`src/atdc_pkg.sv`:
```
// Shared types and constants for the top-k dark channel airlight estimator.
// No dependencies; every module of the block imports this package.
package atdc_pkg;

   localparam int MAX_TOP   = 512;
   localparam int CFG_W     = 10;
   localparam int CNT_W     = $clog2(MAX_TOP + 1);
   localparam int CAP_W     = (CNT_W > CFG_W) ? CNT_W : CFG_W;
   localparam int CHAN_W    = 8;
   localparam int COLOUR_W  = 3 * CHAN_W;
   localparam int SUM_W     = CHAN_W + 2;

   localparam logic [CFG_W-1:0] TOP_COUNT_RESET = CFG_W'(307);

   typedef struct packed {
      logic                valid;
      logic [CHAN_W-1:0]   dark;
      logic [COLOUR_W-1:0] colour;
   } entry_type;

   typedef struct packed {
      logic                insert;
      logic                drain;
      logic [CHAN_W-1:0]   dark;
      logic [COLOUR_W-1:0] colour;
   } cell_ctrl_type;

endpackage

```
`src/atdc_cell.sv`:
```
// One cell of the ranked list: holds a single entry and trades it with its neighbors.
// Depends on atdc_pkg for the entry and control types.
module atdc_cell (
   input  logic                   clock,
   input  logic                   reset,
   input  atdc_pkg::cell_ctrl_type ctrl,
   input  logic                   enable,
   input  atdc_pkg::entry_type    left_entry,
   input  logic                   left_keep,
   input  atdc_pkg::entry_type    right_entry,
   output atdc_pkg::entry_type    entry_out,
   output logic                   keep_out
);
   import atdc_pkg::*;

   logic                valid_ff, valid_in;
   logic [CHAN_W-1:0]   dark_ff, dark_in;
   logic [COLOUR_W-1:0] colour_ff, colour_in;
   logic                live;

   // An entry beyond the current capacity does not count as part of the list.
   assign live      = valid_ff & enable;
   assign keep_out  = live & (dark_ff >= ctrl.dark);
   assign entry_out = '{valid: live, dark: dark_ff, colour: colour_ff};

   always_comb begin
      valid_in  = valid_ff;
      dark_in   = dark_ff;
      colour_in = colour_ff;
      if (ctrl.insert) begin
         if (!enable) begin
            valid_in = 1'b0;
         end else if (!keep_out) begin
            if (left_keep) begin
               valid_in  = 1'b1;
               dark_in   = ctrl.dark;
               colour_in = ctrl.colour;
            end else begin
               valid_in  = left_entry.valid;
               dark_in   = left_entry.dark;
               colour_in = left_entry.colour;
            end
         end
      end else if (ctrl.drain) begin
         valid_in  = right_entry.valid;
         dark_in   = right_entry.dark;
         colour_in = right_entry.colour;
      end
   end

   always_ff @(posedge clock) begin
      if (reset) begin
         valid_ff <= 1'b0;
      end else begin
         valid_ff <= valid_in;
      end
      dark_ff   <= dark_in;
      colour_ff <= colour_in;
   end

endmodule

```
`config.mk`:
```
export PLATFORM = sky130hd
export DESIGN_NAME = atdc_cell
export DESIGN_NICKNAME = d
export VERILOG_FILES = /design/src/atdc_pkg.sv /design/src/atdc_cell.sv
export SDC_FILE = /design/constraint.sdc
export NUM_CORES = 1
export LEC_CHECK = 0
export ABC_CLOCK_PERIOD_IN_PS = 3400
export BUFFER_PORTS_ARGS = -buffer_cell sky130_fd_sc_hd__buf_2
export CAP_MARGIN = 20
export CORE_UTILIZATION = 41
export CTS_CLUSTER_DIAMETER = 40
export DETAILED_ROUTE_END_ITERATION = 8
export PLACE_DENSITY = 0.77
export SYNTH_ARGS = -nofsm -noshare
export SYNTH_HDL_FRONTEND = slang
export SYNTH_SLANG_ARGS = --single-unit
```
`constraint.sdc`:
```
create_clock -name clock -period 3.4 [get_ports clock]
set_clock_uncertainty 0.2 [all_clocks]
set_input_delay 0.51 -clock clock [delete_from_list [all_inputs] [get_ports clock]]
set_output_delay 0.51 -clock clock [all_outputs]
set_load 0.02 [all_outputs]
```
# Word-level counts from Yosys, hierarchy flattened
# Index checks and enable logic that the tools add are counted.
[totals]
n_memories = 0
regBits = 33
mem_bits_rw = 0
latchBits = 0
rom_bits = 0
output_inout_bits = 34
elab_cells = 27
[classes]
add_sub_neg = 0
muxes = 15
shift = 0
div_mod_pow = 0
mul = 0
reduce_logical = 3
n_eq_ne = 3
n_bitwise = 2
n_lt_le_gt_ge = 1
[op_table]
columns = ["cell", "n"]
rows = [
  ["2-to-1 mux 24 bit", 5],
  ["2-to-1 mux 8 bit", 5],
  [">= comparator 8 bit", 1],
  ["2-to-1 mux 1 bit", 5],
  ["inequality test 3 bit (second input constant)", 1],
  ["AND reduction 3 bit", 1],
  ["AND 1 bit", 2],
  ["inequality test 2 x 1 -> 1 bit (second input constant)", 1],
  ["inequality test 2 bit (second input constant)", 1],
  ["AND reduction 2 bit", 1],
  ["nonzero test 2 bit", 1],
]

# Longest topological paths before layout
[depth]
word_depth = 5
mapped_depth = 6

# Worst setup path after synthesis
# Ideal clock, no wire load.
[synth_timing]
path_kind = "input to register"
from = "input port ctrl[24] (netlist bit)"
to = "register colour_ff[0] (enable)"
path_buffers = 0
t_required_ns = 2.825
stages = 5
setup_slack_ns = 0.728
t_arrival_ns = 2.098
path_cell_list = "ha_1 -> nand2b_4 -> a2111o_1 -> a311oi_1 -> a221o_2"
[synth_between]
elab_chain_len = 4
[synth_rtl]
columns = ["item", "line_no", "text"]
rows = [
  ["start, declared", "atdc_cell.sv:6", "input atdc_pkg::cell_ctrl_type ctrl,"],
  [">= comparator 8 bit", "atdc_cell.sv:23", "assign keep_out = live & (dark_ff >= ctrl.dark);"],
  ["AND 1 bit", "atdc_cell.sv:23", ""],
  ["inequality test 2 bit (no line)", "-", ""],
  ["AND reduction 3 bit (no line)", "-", ""],
  ["end signal, assigned", "atdc_cell.sv:58", "colour_ff <= colour_in;"],
  ["end, declared", "atdc_cell.sv:18", "logic [COLOUR_W-1:0] colour_ff, colour_in;"],
]
# No other way between the ends.
# A chain may end at the register's enable or synchronous reset.

# Final worst setup path
[layout_timing]
from = "register dark_ff[0]"
to = "output port keep_out"
[layout_between]
elab_chain_len = 2
[layout_rtl]
columns = ["item", "line_no", "text"]
rows = [
  ["start, declared", "atdc_cell.sv:17", "logic [CHAN_W-1:0] dark_ff, dark_in;"],
  ["start signal, assigned", "atdc_cell.sv:57", "dark_ff <= dark_in;"],
  [">= comparator 8 bit", "atdc_cell.sv:23", ""],
  ["AND 1 bit", "atdc_cell.sv:23", ""],
  ["end, declared", "atdc_cell.sv:12", "output logic keep_out"],
]
# No other way between the ends.

==> metrics.csv <==
metric,value,unit
outcome,"finished, final reports clean",
Syn Nets,294,
Hold WS,0.293,ns
Worst VDD drop,0.245,mV
DRC violations left,0,
P_sw,308,µW
Final Setup Violations,0,
Initial Util,43.5,%
Starting DRT DRC Count,56,
CTS Sinks,33,
Lkg Pwr,0.00137,µW
"top cells by count, synth","a21oi_1, nor2_1, mux2i_1, edfxtp_1, inv_1",
Async SR Flop Fraction,0,%
Root Buffer,clkbuf_8,
"Slew Viols, Final",0,
Congestion Overflow GR,0,
Hold Crit Class,primary input to register,
Detailed Route WL,4480,µm
layout cell share with drive strength beyond 1,46.7,%
pin count of the biggest net entering global routing,37,
Setup TNS Final,0,ns
DIE HEIGHT,70.4,µm
Int Pwr,769,µW
syn avg cell area,10.5,µm²
Longest Clk Path Bufs,2,
Antenna Violating Nets Remaining,0,
RSZ-0062 raised after global routing,false,
slew margin rel.,35.1,%
clock network power share,25.3,%
Syn Std Cell Area,1920,µm²
Logic pwr share,26.9,%
DP Wirelength,3540,µm
total track usage,19.3,%
Die Footprint,4960,µm²
Final Core Density,61.8,%
Area Growth Syn to Fin,42.1,%
CTS tree,built,
RePlAce Congestion,0.762,
vias per std cell,4.85,
Yosys Warn Count,0,
Gate Count Post-Synth,182,
Port Buffers,137,
Worst-Skew Late Latency,0.27,ns
pre-CTS setup slack,0.525,ns
"Reg clk slew, reported paths",0.06,ns
#FFs+latches synth,33,
chip width,70.4,µm
global-route wire length before repair,7410,µm
post-synth top area share,50.1,%
hold_buf cts,0,
crit path DAT,1.93,ns
crit path max fanout,3,
Setup Buffers After CTS,0,
routed length per instance,12.1,µm
Synth cell types,21,
post-layout min period,2.64,ns
CTS buffer count,5,
pwr/cell area,395,nW/µm²
H-tree levels,2,
"EDFF count, synth",32,
Area contributors post-synth,"edfxtp_1, mux2i_1, a21oi_1, nor2_1, ha_1",
number of diodes,0,
Setup crit end kind,output pin,
Setup CP Type,register to output pin,
total of max-cap violations,0,
Top Ports,138,
Vias,1789,
vias in the first global route,1702,
FP Rows,24,
area of the core,4410,µm²
Pre-antenna DRT Iters,4,
Synth area leader,edfxtp_1,
period utilisation layout,77.7,%
Tightest Pin Transition,0.974,ns
required time of the worst setup path,2.69,ns
final worst slack,0.759,ns
post-layout net count,428,
FMAX,0.379,GHz
critical path launch point type,register,
antenna violations before repair,0,
sequential fraction of the synthesis area,51.1,%
Final Hold Fails,0,
switching share of total power,28.6,%
"Top FF cell, synth",edfxtp_1,
sequential share of power,47.8,%
post-cts sizing count,0,
==> worst max-delay path, stage by stage (launching register included) <==
cell	delay [ns]
edfxtp_1	0.38
inv_1	0.07
ha_1	0.21
nand2b_4	0.13
a2111o_1	0.44
a31oi_1	0.20
nor2b_1	0.07
buf_2	0.16
==> routing by layer <==
layer	part of all wire (%)	track usage [%]
met2	50	33.8
met3	7.7	5.19
met5	0	0
met1	40	22.5
met4	1.6	6.67
==> worst paths after layout <==
kind / slack (ns) / cells past startpoint / start / endpoint
worst max-delay path: 0.76 / 7 / dark_ff[0] / keep_out
worst min-delay path: 0.29 / 4 / reset / valid_ff
worst max register to register: 0.80 / 7 / dark_ff[0] / colour_ff[2]
worst min register to register: 0.46 / 4 / valid_ff / valid_ff
==> cell families after synthesis <==
family	share of synthesized area [%]
AO/OA/AOI/OAI	12.6
adder cells (fa/ha/maj)	5.22
buffers and inverters	4.50
flip-flops	51.1
multiplexers	17.2
AND/OR/NAND/NOR	9.33
==> cell type report <==
| cell class | count | area (µm²) |
|---|---|---|
| Clock buffer | 6 | 72.6 |
| Timing Repair Buffer | 139 | 713 |
| Fill cell | 393 | 1690 |
| Tap cell | 52 | 65.1 |
| Sequential cell | 33 | 981 |
| Multi-Input combinational cell | 128 | 851 |
| Inverter | 9 | 33.8 |
| Clock inverter | 2 | 10.0 |
==> layout by cell type (no fill, tap or decap) <==
cell type    n
buf_2      137
nor2_1      35
a21oi_1     35
mux2i_1     33
edfxtp_1    32
inv_1        9
ha_1         8
clkbuf_8     5
o21ai_0      4
nand2_1      4
a311oi_1     2
clkinv_2     2
and2_1       1
nand2b_1     1
nand2b_4     1
a2111o_1     1
a31oi_1      1
nor2b_1      1
a221o_2      1
clkbuf_1     1
buf_12       1
buf_4        1
dfxtp_1      1
==> through the flow <==
step	cell area, µm²	power (µW)	std cells
finish	2730	1080	369
global route	2730	1140	369
CTS	2730	1090	369
detailed placement	2640	816	361
global placement	2640	809	361
floorplan	1920	690	182
==> sequential cells by signal, summed over array words and instances (netlist names) <==
register,cells
colour_ff,24
dark_ff,8
valid_ff,1
==> power groups by stage <==
stage	clock, µW	combinational, µW	sequential (µW)
finish	272	289	515
global route	299	320	520
CTS	279	293	516
detailed placement	0	292	523
global placement	0	288	521
floorplan	0	114	576
Power figures use the tool's default switching activity.
