`config.mk`:
```
export PLATFORM = sky130hd
export DESIGN_NAME = atdc_scan
export DESIGN_NICKNAME = d
export VERILOG_FILES = /design/src/atdc_pkg.sv /design/src/atdc_scan.sv
export SDC_FILE = /design/constraint.sdc
export NUM_CORES = 1
export LEC_CHECK = 0
export BUFFER_PORTS_ARGS = -buffer_cell sky130_fd_sc_hd__buf_2
export CORE_MARGIN = 3
export CORE_UTILIZATION = 50
export CTS_CLUSTER_DIAMETER = 100
export DETAILED_ROUTE_END_ITERATION = 7
export PLACE_DENSITY = 0.83
export SYNTH_ARGS = -nofsm -noshare
export SYNTH_HDL_FRONTEND = slang
export SYNTH_SLANG_ARGS = --single-unit
export TNS_END_PERCENT = 20
```
`constraint.sdc`:
```
create_clock -name clock -period 5.8 [get_ports clock]
set_clock_uncertainty 0.05 [all_clocks]
set_input_delay 0.87 -clock clock [delete_from_list [all_inputs] [get_ports clock]]
set_output_delay 0.87 -clock clock [all_outputs]
set_load 0.03 [all_outputs]
```
`src/atdc_pkg.sv`:
```
// Shared types and constants for the top-k dark channel airlight estimator.
// No dependencies; every module of the block imports this package.
package atdc_pkg;

   localparam int MAX_TOP   = 512;
   localparam int CFG_W     = 10;
   localparam int CNT_W     = $clog2(MAX_TOP + 1);
   localparam int CAP_W     = (CNT_W > CFG_W) ? CNT_W : CFG_W;
   localparam int CHAN_W    = 8;
   localparam int COLOUR_W  = 3 * CHAN_W;
   localparam int SUM_W     = CHAN_W + 2;

   localparam logic [CFG_W-1:0] TOP_COUNT_RESET = CFG_W'(307);

   typedef struct packed {
      logic                valid;
      logic [CHAN_W-1:0]   dark;
      logic [COLOUR_W-1:0] colour;
   } entry_type;

   typedef struct packed {
      logic                insert;
      logic                drain;
      logic [CHAN_W-1:0]   dark;
      logic [COLOUR_W-1:0] colour;
   } cell_ctrl_type;

endpackage

```
`src/atdc_scan.sv`:
```
// Running search for the first entry with the strictly largest B+G+R sum.
// Depends on atdc_pkg for widths.
module atdc_scan (
   input  logic                          clock,
   input  logic                          load,
   input  logic [atdc_pkg::COLOUR_W-1:0] load_colour,
   input  logic                          step,
   input  logic [atdc_pkg::COLOUR_W-1:0] step_colour,
   output logic [atdc_pkg::COLOUR_W-1:0] best_colour
);
   import atdc_pkg::*;

   logic [SUM_W-1:0]    best_sum_ff, best_sum_in;
   logic [COLOUR_W-1:0] best_colour_ff, best_colour_in;
   logic [SUM_W-1:0]    step_sum;

   assign step_sum = SUM_W'(step_colour[3*CHAN_W-1:2*CHAN_W])
                   + SUM_W'(step_colour[2*CHAN_W-1:CHAN_W])
                   + SUM_W'(step_colour[CHAN_W-1:0]);

   always_comb begin
      best_sum_in    = best_sum_ff;
      best_colour_in = best_colour_ff;
      if (load) begin
         best_sum_in    = '0;
         best_colour_in = load_colour;
      end else if (step && (step_sum > best_sum_ff)) begin
         best_sum_in    = step_sum;
         best_colour_in = step_colour;
      end
   end

   always_ff @(posedge clock) begin
      best_sum_ff    <= best_sum_in;
      best_colour_ff <= best_colour_in;
   end

   assign best_colour = best_colour_ff;

endmodule

```
-- Yosys cells after proc, flatten, opt, wreduce, memory -nomap -nowiden
Cells that the tools add are included.
- word-level logic and storage cells: 9
- output and inout bits: 24
- bits of input ports: 51
- flip-flop bits (word level): 34
- muxes and demuxes: 2
- $lt $le $gt $ge: 1
- reduce and logical (&&, ||, !) cells: 2
- add/sub/neg operators: 2
- operator list (cell ; count):
    24-bit 2-to-1 mux ; 2
    9-bit by 8-bit adder with 10-bit output ; 1
    10-bit greater-than comparator ; 1
    8-bit by 8-bit adder with 9-bit output ; 1
    2-bit nonzero test ; 1
    1-bit logical AND ; 1

-- Logic depth before layout (Yosys ltp)
- depth in word-level cells: 6
- mapped depth: 17
- gate-level depth less buffers: 16

-- Least setup slack after synthesis
OpenSTA, ideal clock, no wires.
- path type: input port to flip-flop
- start: input step_colour[1] (netlist name)
- end: register best_colour_ff[0], in the netlist best_colour[0], enable pin
- cell stages on the path: 16
- buffers on the path: 0
- data arrival time: 4.260 ns
- setup slack: 1.061 ns
- required time: 5.321 ns
- cells stage by stage: inv_1 fa_1 inv_1 ha_1 inv_1 fa_1 nor2b_4 o31a_1 o31a_1 nor3_1 ha_1 a211oi_1 nor2_1 a2111o_1 nand2_1 nand2b_1
- cells in the longest elaborated chain, start to end: 4
- ends and longest elaborated chain (element ; RTL line ; source):
    from (decl) ; atdc_scan.sv:8 ; input logic [atdc_pkg::COLOUR_W-1:0] step_colour,
    9-bit by 8-bit adder with 10-bit output ; atdc_scan.sv:19 ; + SUM_W'(step_colour[CHAN_W-1:0]);
    named net step_sum[7] ; atdc_scan.sv:15 ; logic [SUM_W-1:0] step_sum;
    10-bit greater-than comparator ; atdc_scan.sv:27 ; end else if (step && (step_sum > best_sum_ff)) begin
    1-bit logical AND ; atdc_scan.sv:27 ;
    2-bit nonzero test (no source line) ; - ;
    to (signal assigned) ; atdc_scan.sv:35 ; best_colour_ff <= best_colour_in;
    to (decl) ; atdc_scan.sv:14 ; logic [COLOUR_W-1:0] best_colour_ff, best_colour_in;
The timed path passes the listed nets, and every way through them passes these cells.
A chain may end at the register's enable or synchronous reset.

-- Worst setup path after layout
- start: input step_colour[1] (netlist name)
- end: register best_colour_ff[6], in the netlist best_colour[6], enable pin
The elaborated chain is that of the path after synthesis.

==> results.md <==
* Die width at 72.06 µm
* Worst slew margin at 48.25%
* FF-to-FF Start: best_sum_ff[5]$_SDFFE_PP0P_
* Post-DP HPWL at 3680 µm
* Min-Delay Path Class: reg -> reg
* Post-synth top cells: edfxtp_1, mux2_2, inv_1
* Peak Freq at 0.2119 GHz
* Synth Instances at 191
* Share of layout cells above drive strength 1 at 39.78%
* Hold_ws at 429.1 ps
* Largest cells by area after synthesis: edfxtp_1, mux2_2, ha_1
* GRT Residual Overflow at 0
* GP Congestion at 0.8288
* Critical Path AT at 4690 ps
* Crit end category: flop
* Vias in the first global route at 1746
* DR vias at 1798
* # diodes at 0
* Global Route Usage Sum at 19.54%
* CP Launch Type: input port
* Register bit total from synthesis at 34
* First drt pass iteration count at 4
* DRC at 0
* Drt via density at 5.636
* Actual slew at the worst max-slew pin at 776.2 ps
* Setup TNS at 0 ps
* Post-synthesis sequential area ratio at 42.20%
* Final WL at 4768 µm
* Avg WL per Cell at 14.95 µm
* Top FF cell, synth: edfxtp_1
* Worst reg-to-reg path cell count at 8
* Initial Utilization at 53.03%
* Clk_lat worst skew at 280 ps
* Post-route ant nets at 0
* Synth cell types at 37
* Finished Core Util at 65.28%
* Maximum VDD drop at 159.9 µV
* Static Leak at 1.162 nW
* Htree depth at 2
* Cts bufs inserted at 5
* Post-synthesis cell area at 2182 µm²
* Post-CTS Setup Bufs at 0
* # hold bufs at CTS at 0
* CTS Buffer Depth at 2
* Reg-to-reg critical path endpoint: best_colour[6]$_DFFE_PP_
* Async SR Flop Fraction at 0%
* Post-synth top area share at 33.03%
* Die Area at 5193 µm²
* Fin. Hold Viols at 0
* Top-count cell post-synth: edfxtp_1
* IO Pins at 75
* Max Cap Violations at 0
* Crit path kind: in -> reg
* Fin. max-slew vios at 0
* Clock Sinks at 34
* Largest net degree at the start of global routing at 42
* Status: complete, no violations
* RSZ-0062 raised after global routing: no
* Max FO, Critical Path at 15
* Buffers on Ports at 74
* Row count at 23
* Antenna violations before repair at 0
* Crit path from: step_colour[1]
* Pwr Density at 373.8 nW/µm²
* Final-report setup violation count at 0
* Cts repair resizes at 0
* First-pass GRT wire length at 7866 µm
* Area grow syn2layout at 23.11%
* Post-layout min period at 4720 ps
* Die height at 72.06 µm
* Synthesis Warnings at 0
* CTS clock-pin slew for the worst setup and hold paths at 60 ps
* Initial DRC count at 98
* Required time of the worst setup path at 5770 ps
* R2R setup slack at 3310 ps
* Synth area leader: edfxtp_1
* CP endpoint: best_colour[6]$_DFFE_PP_
* Core area at 4115 µm²
* NumNets Final at 345
* Clock root cell: clkbuf_8
* Final Cycle Share at 81.37%
* Syn_nets at 268
* Syn avg cell area at 11.42 µm²
* CTS tree: built
* EDFF count, synth at 24
layout by cell type, fill, tap and decap left out, types with 5 or more instances in the layout:
| cell | instances |
|---|---|
| dfxtp_1 | 10 |
| nor2_1 | 6 |
| a21oi_1 | 10 |
| mux2_2 | 21 |
| nand2_1 | 6 |
| a211oi_1 | 5 |
| clkbuf_8 | 5 |
| nor3_1 | 5 |
| edfxtp_1 | 24 |
| buf_2 | 74 |
| fa_1 | 9 |
| o21ai_0 | 13 |
| inv_1 | 20 |
| nand3_1 | 7 |
| ha_1 | 17 |
routing by layer:
metal	GRT usage, %	vias to the layer above	wire, µm
li1	-	865	-
met2	31.14	66	2336
met1	24.87	855	1966
met3	5.817	12	352
met4	7.933	0	113
met5	0	-	0
worst min-delay path by stage:
stage                                       end  depth (start not counted)                         from
global route        best_sum_ff[1]$_SDFFE_PP0P_                          2  best_sum_ff[1]$_SDFFE_PP0P_
finish              best_sum_ff[3]$_SDFFE_PP0P_                          2  best_sum_ff[3]$_SDFFE_PP0P_
floorplan           best_sum_ff[8]$_SDFFE_PP0P_                          2  best_sum_ff[8]$_SDFFE_PP0P_
detailed placement  best_sum_ff[3]$_SDFFE_PP0P_                          2  best_sum_ff[3]$_SDFFE_PP0P_
global placement    best_sum_ff[4]$_SDFFE_PP0P_                          2  best_sum_ff[4]$_SDFFE_PP0P_
CTS                 best_sum_ff[3]$_SDFFE_PP0P_                          2  best_sum_ff[3]$_SDFFE_PP0P_
sequential cells by signal, indices dropped and copies added (netlist names):
name         flops
best_sum_ff     10
best_colour     24
power breakdown:
group / total [mW] / internal [mW] / switching [mW]
registers: 0.350 / 0.334 / 0.0160
logic: 0.490 / 0.180 / 0.311
clock network: 0.164 / 0.0835 / 0.0807
total: 1.00 / 0.597 / 0.407
stage by stage:
| step | setup slack, ps | cell area, µm² | power (mW) | cells |
|---|---|---|---|---|
| floorplan | 1061 | 2182 | 0.7149 | 191 |
| finish | 1080 | 2686 | 1.004 | 319 |
| detailed placement | 825.1 | 2606 | 0.8395 | 311 |
| global route | 790.0 | 2686 | 1.085 | 319 |
| CTS | 1108 | 2686 | 1.008 | 319 |
| global placement | 959.0 | 2606 | 0.8267 | 311 |
cell type report:
type,count,area [µm²]
fillers,331,1429
multi-input cells,131,1162
flip-flops and latches,34,920.9
repair buffers,76,385.4
clock buffers,7,76.32
inverters,20,75.07
well taps,50,62.56
clock inverters,1,3.754
logic make-up (layout without fill, tap and decap cells):
logic type	Yosys count	after routing	synth area share, %
AO/OA/AOI/OAI	50	50	15.83
multiplexers	21	21	10.84
XOR/XNOR	1	1	0.4014
flip-flops	34	34	42.20
AND/OR/NAND/NOR	33	33	8.199
buffers and inverters	26	104	4.530
adder cells (fa/ha/maj)	26	26	18.00
worst max-delay path: stages:
cell,delay [ps]
buf_2,70
inv_1,50
fa_1,530
inv_1,40
ha_1,220
inv_1,70
fa_1,240
nor2b_4,50
o31a_1,280
o31a_1,260
nor3_1,230
ha_1,300
a211oi_1,260
nor2_1,110
a2111o_1,550
nand2_1,240
nand2b_1,100
buf_4,210
(Power assumes the default switching activity.)
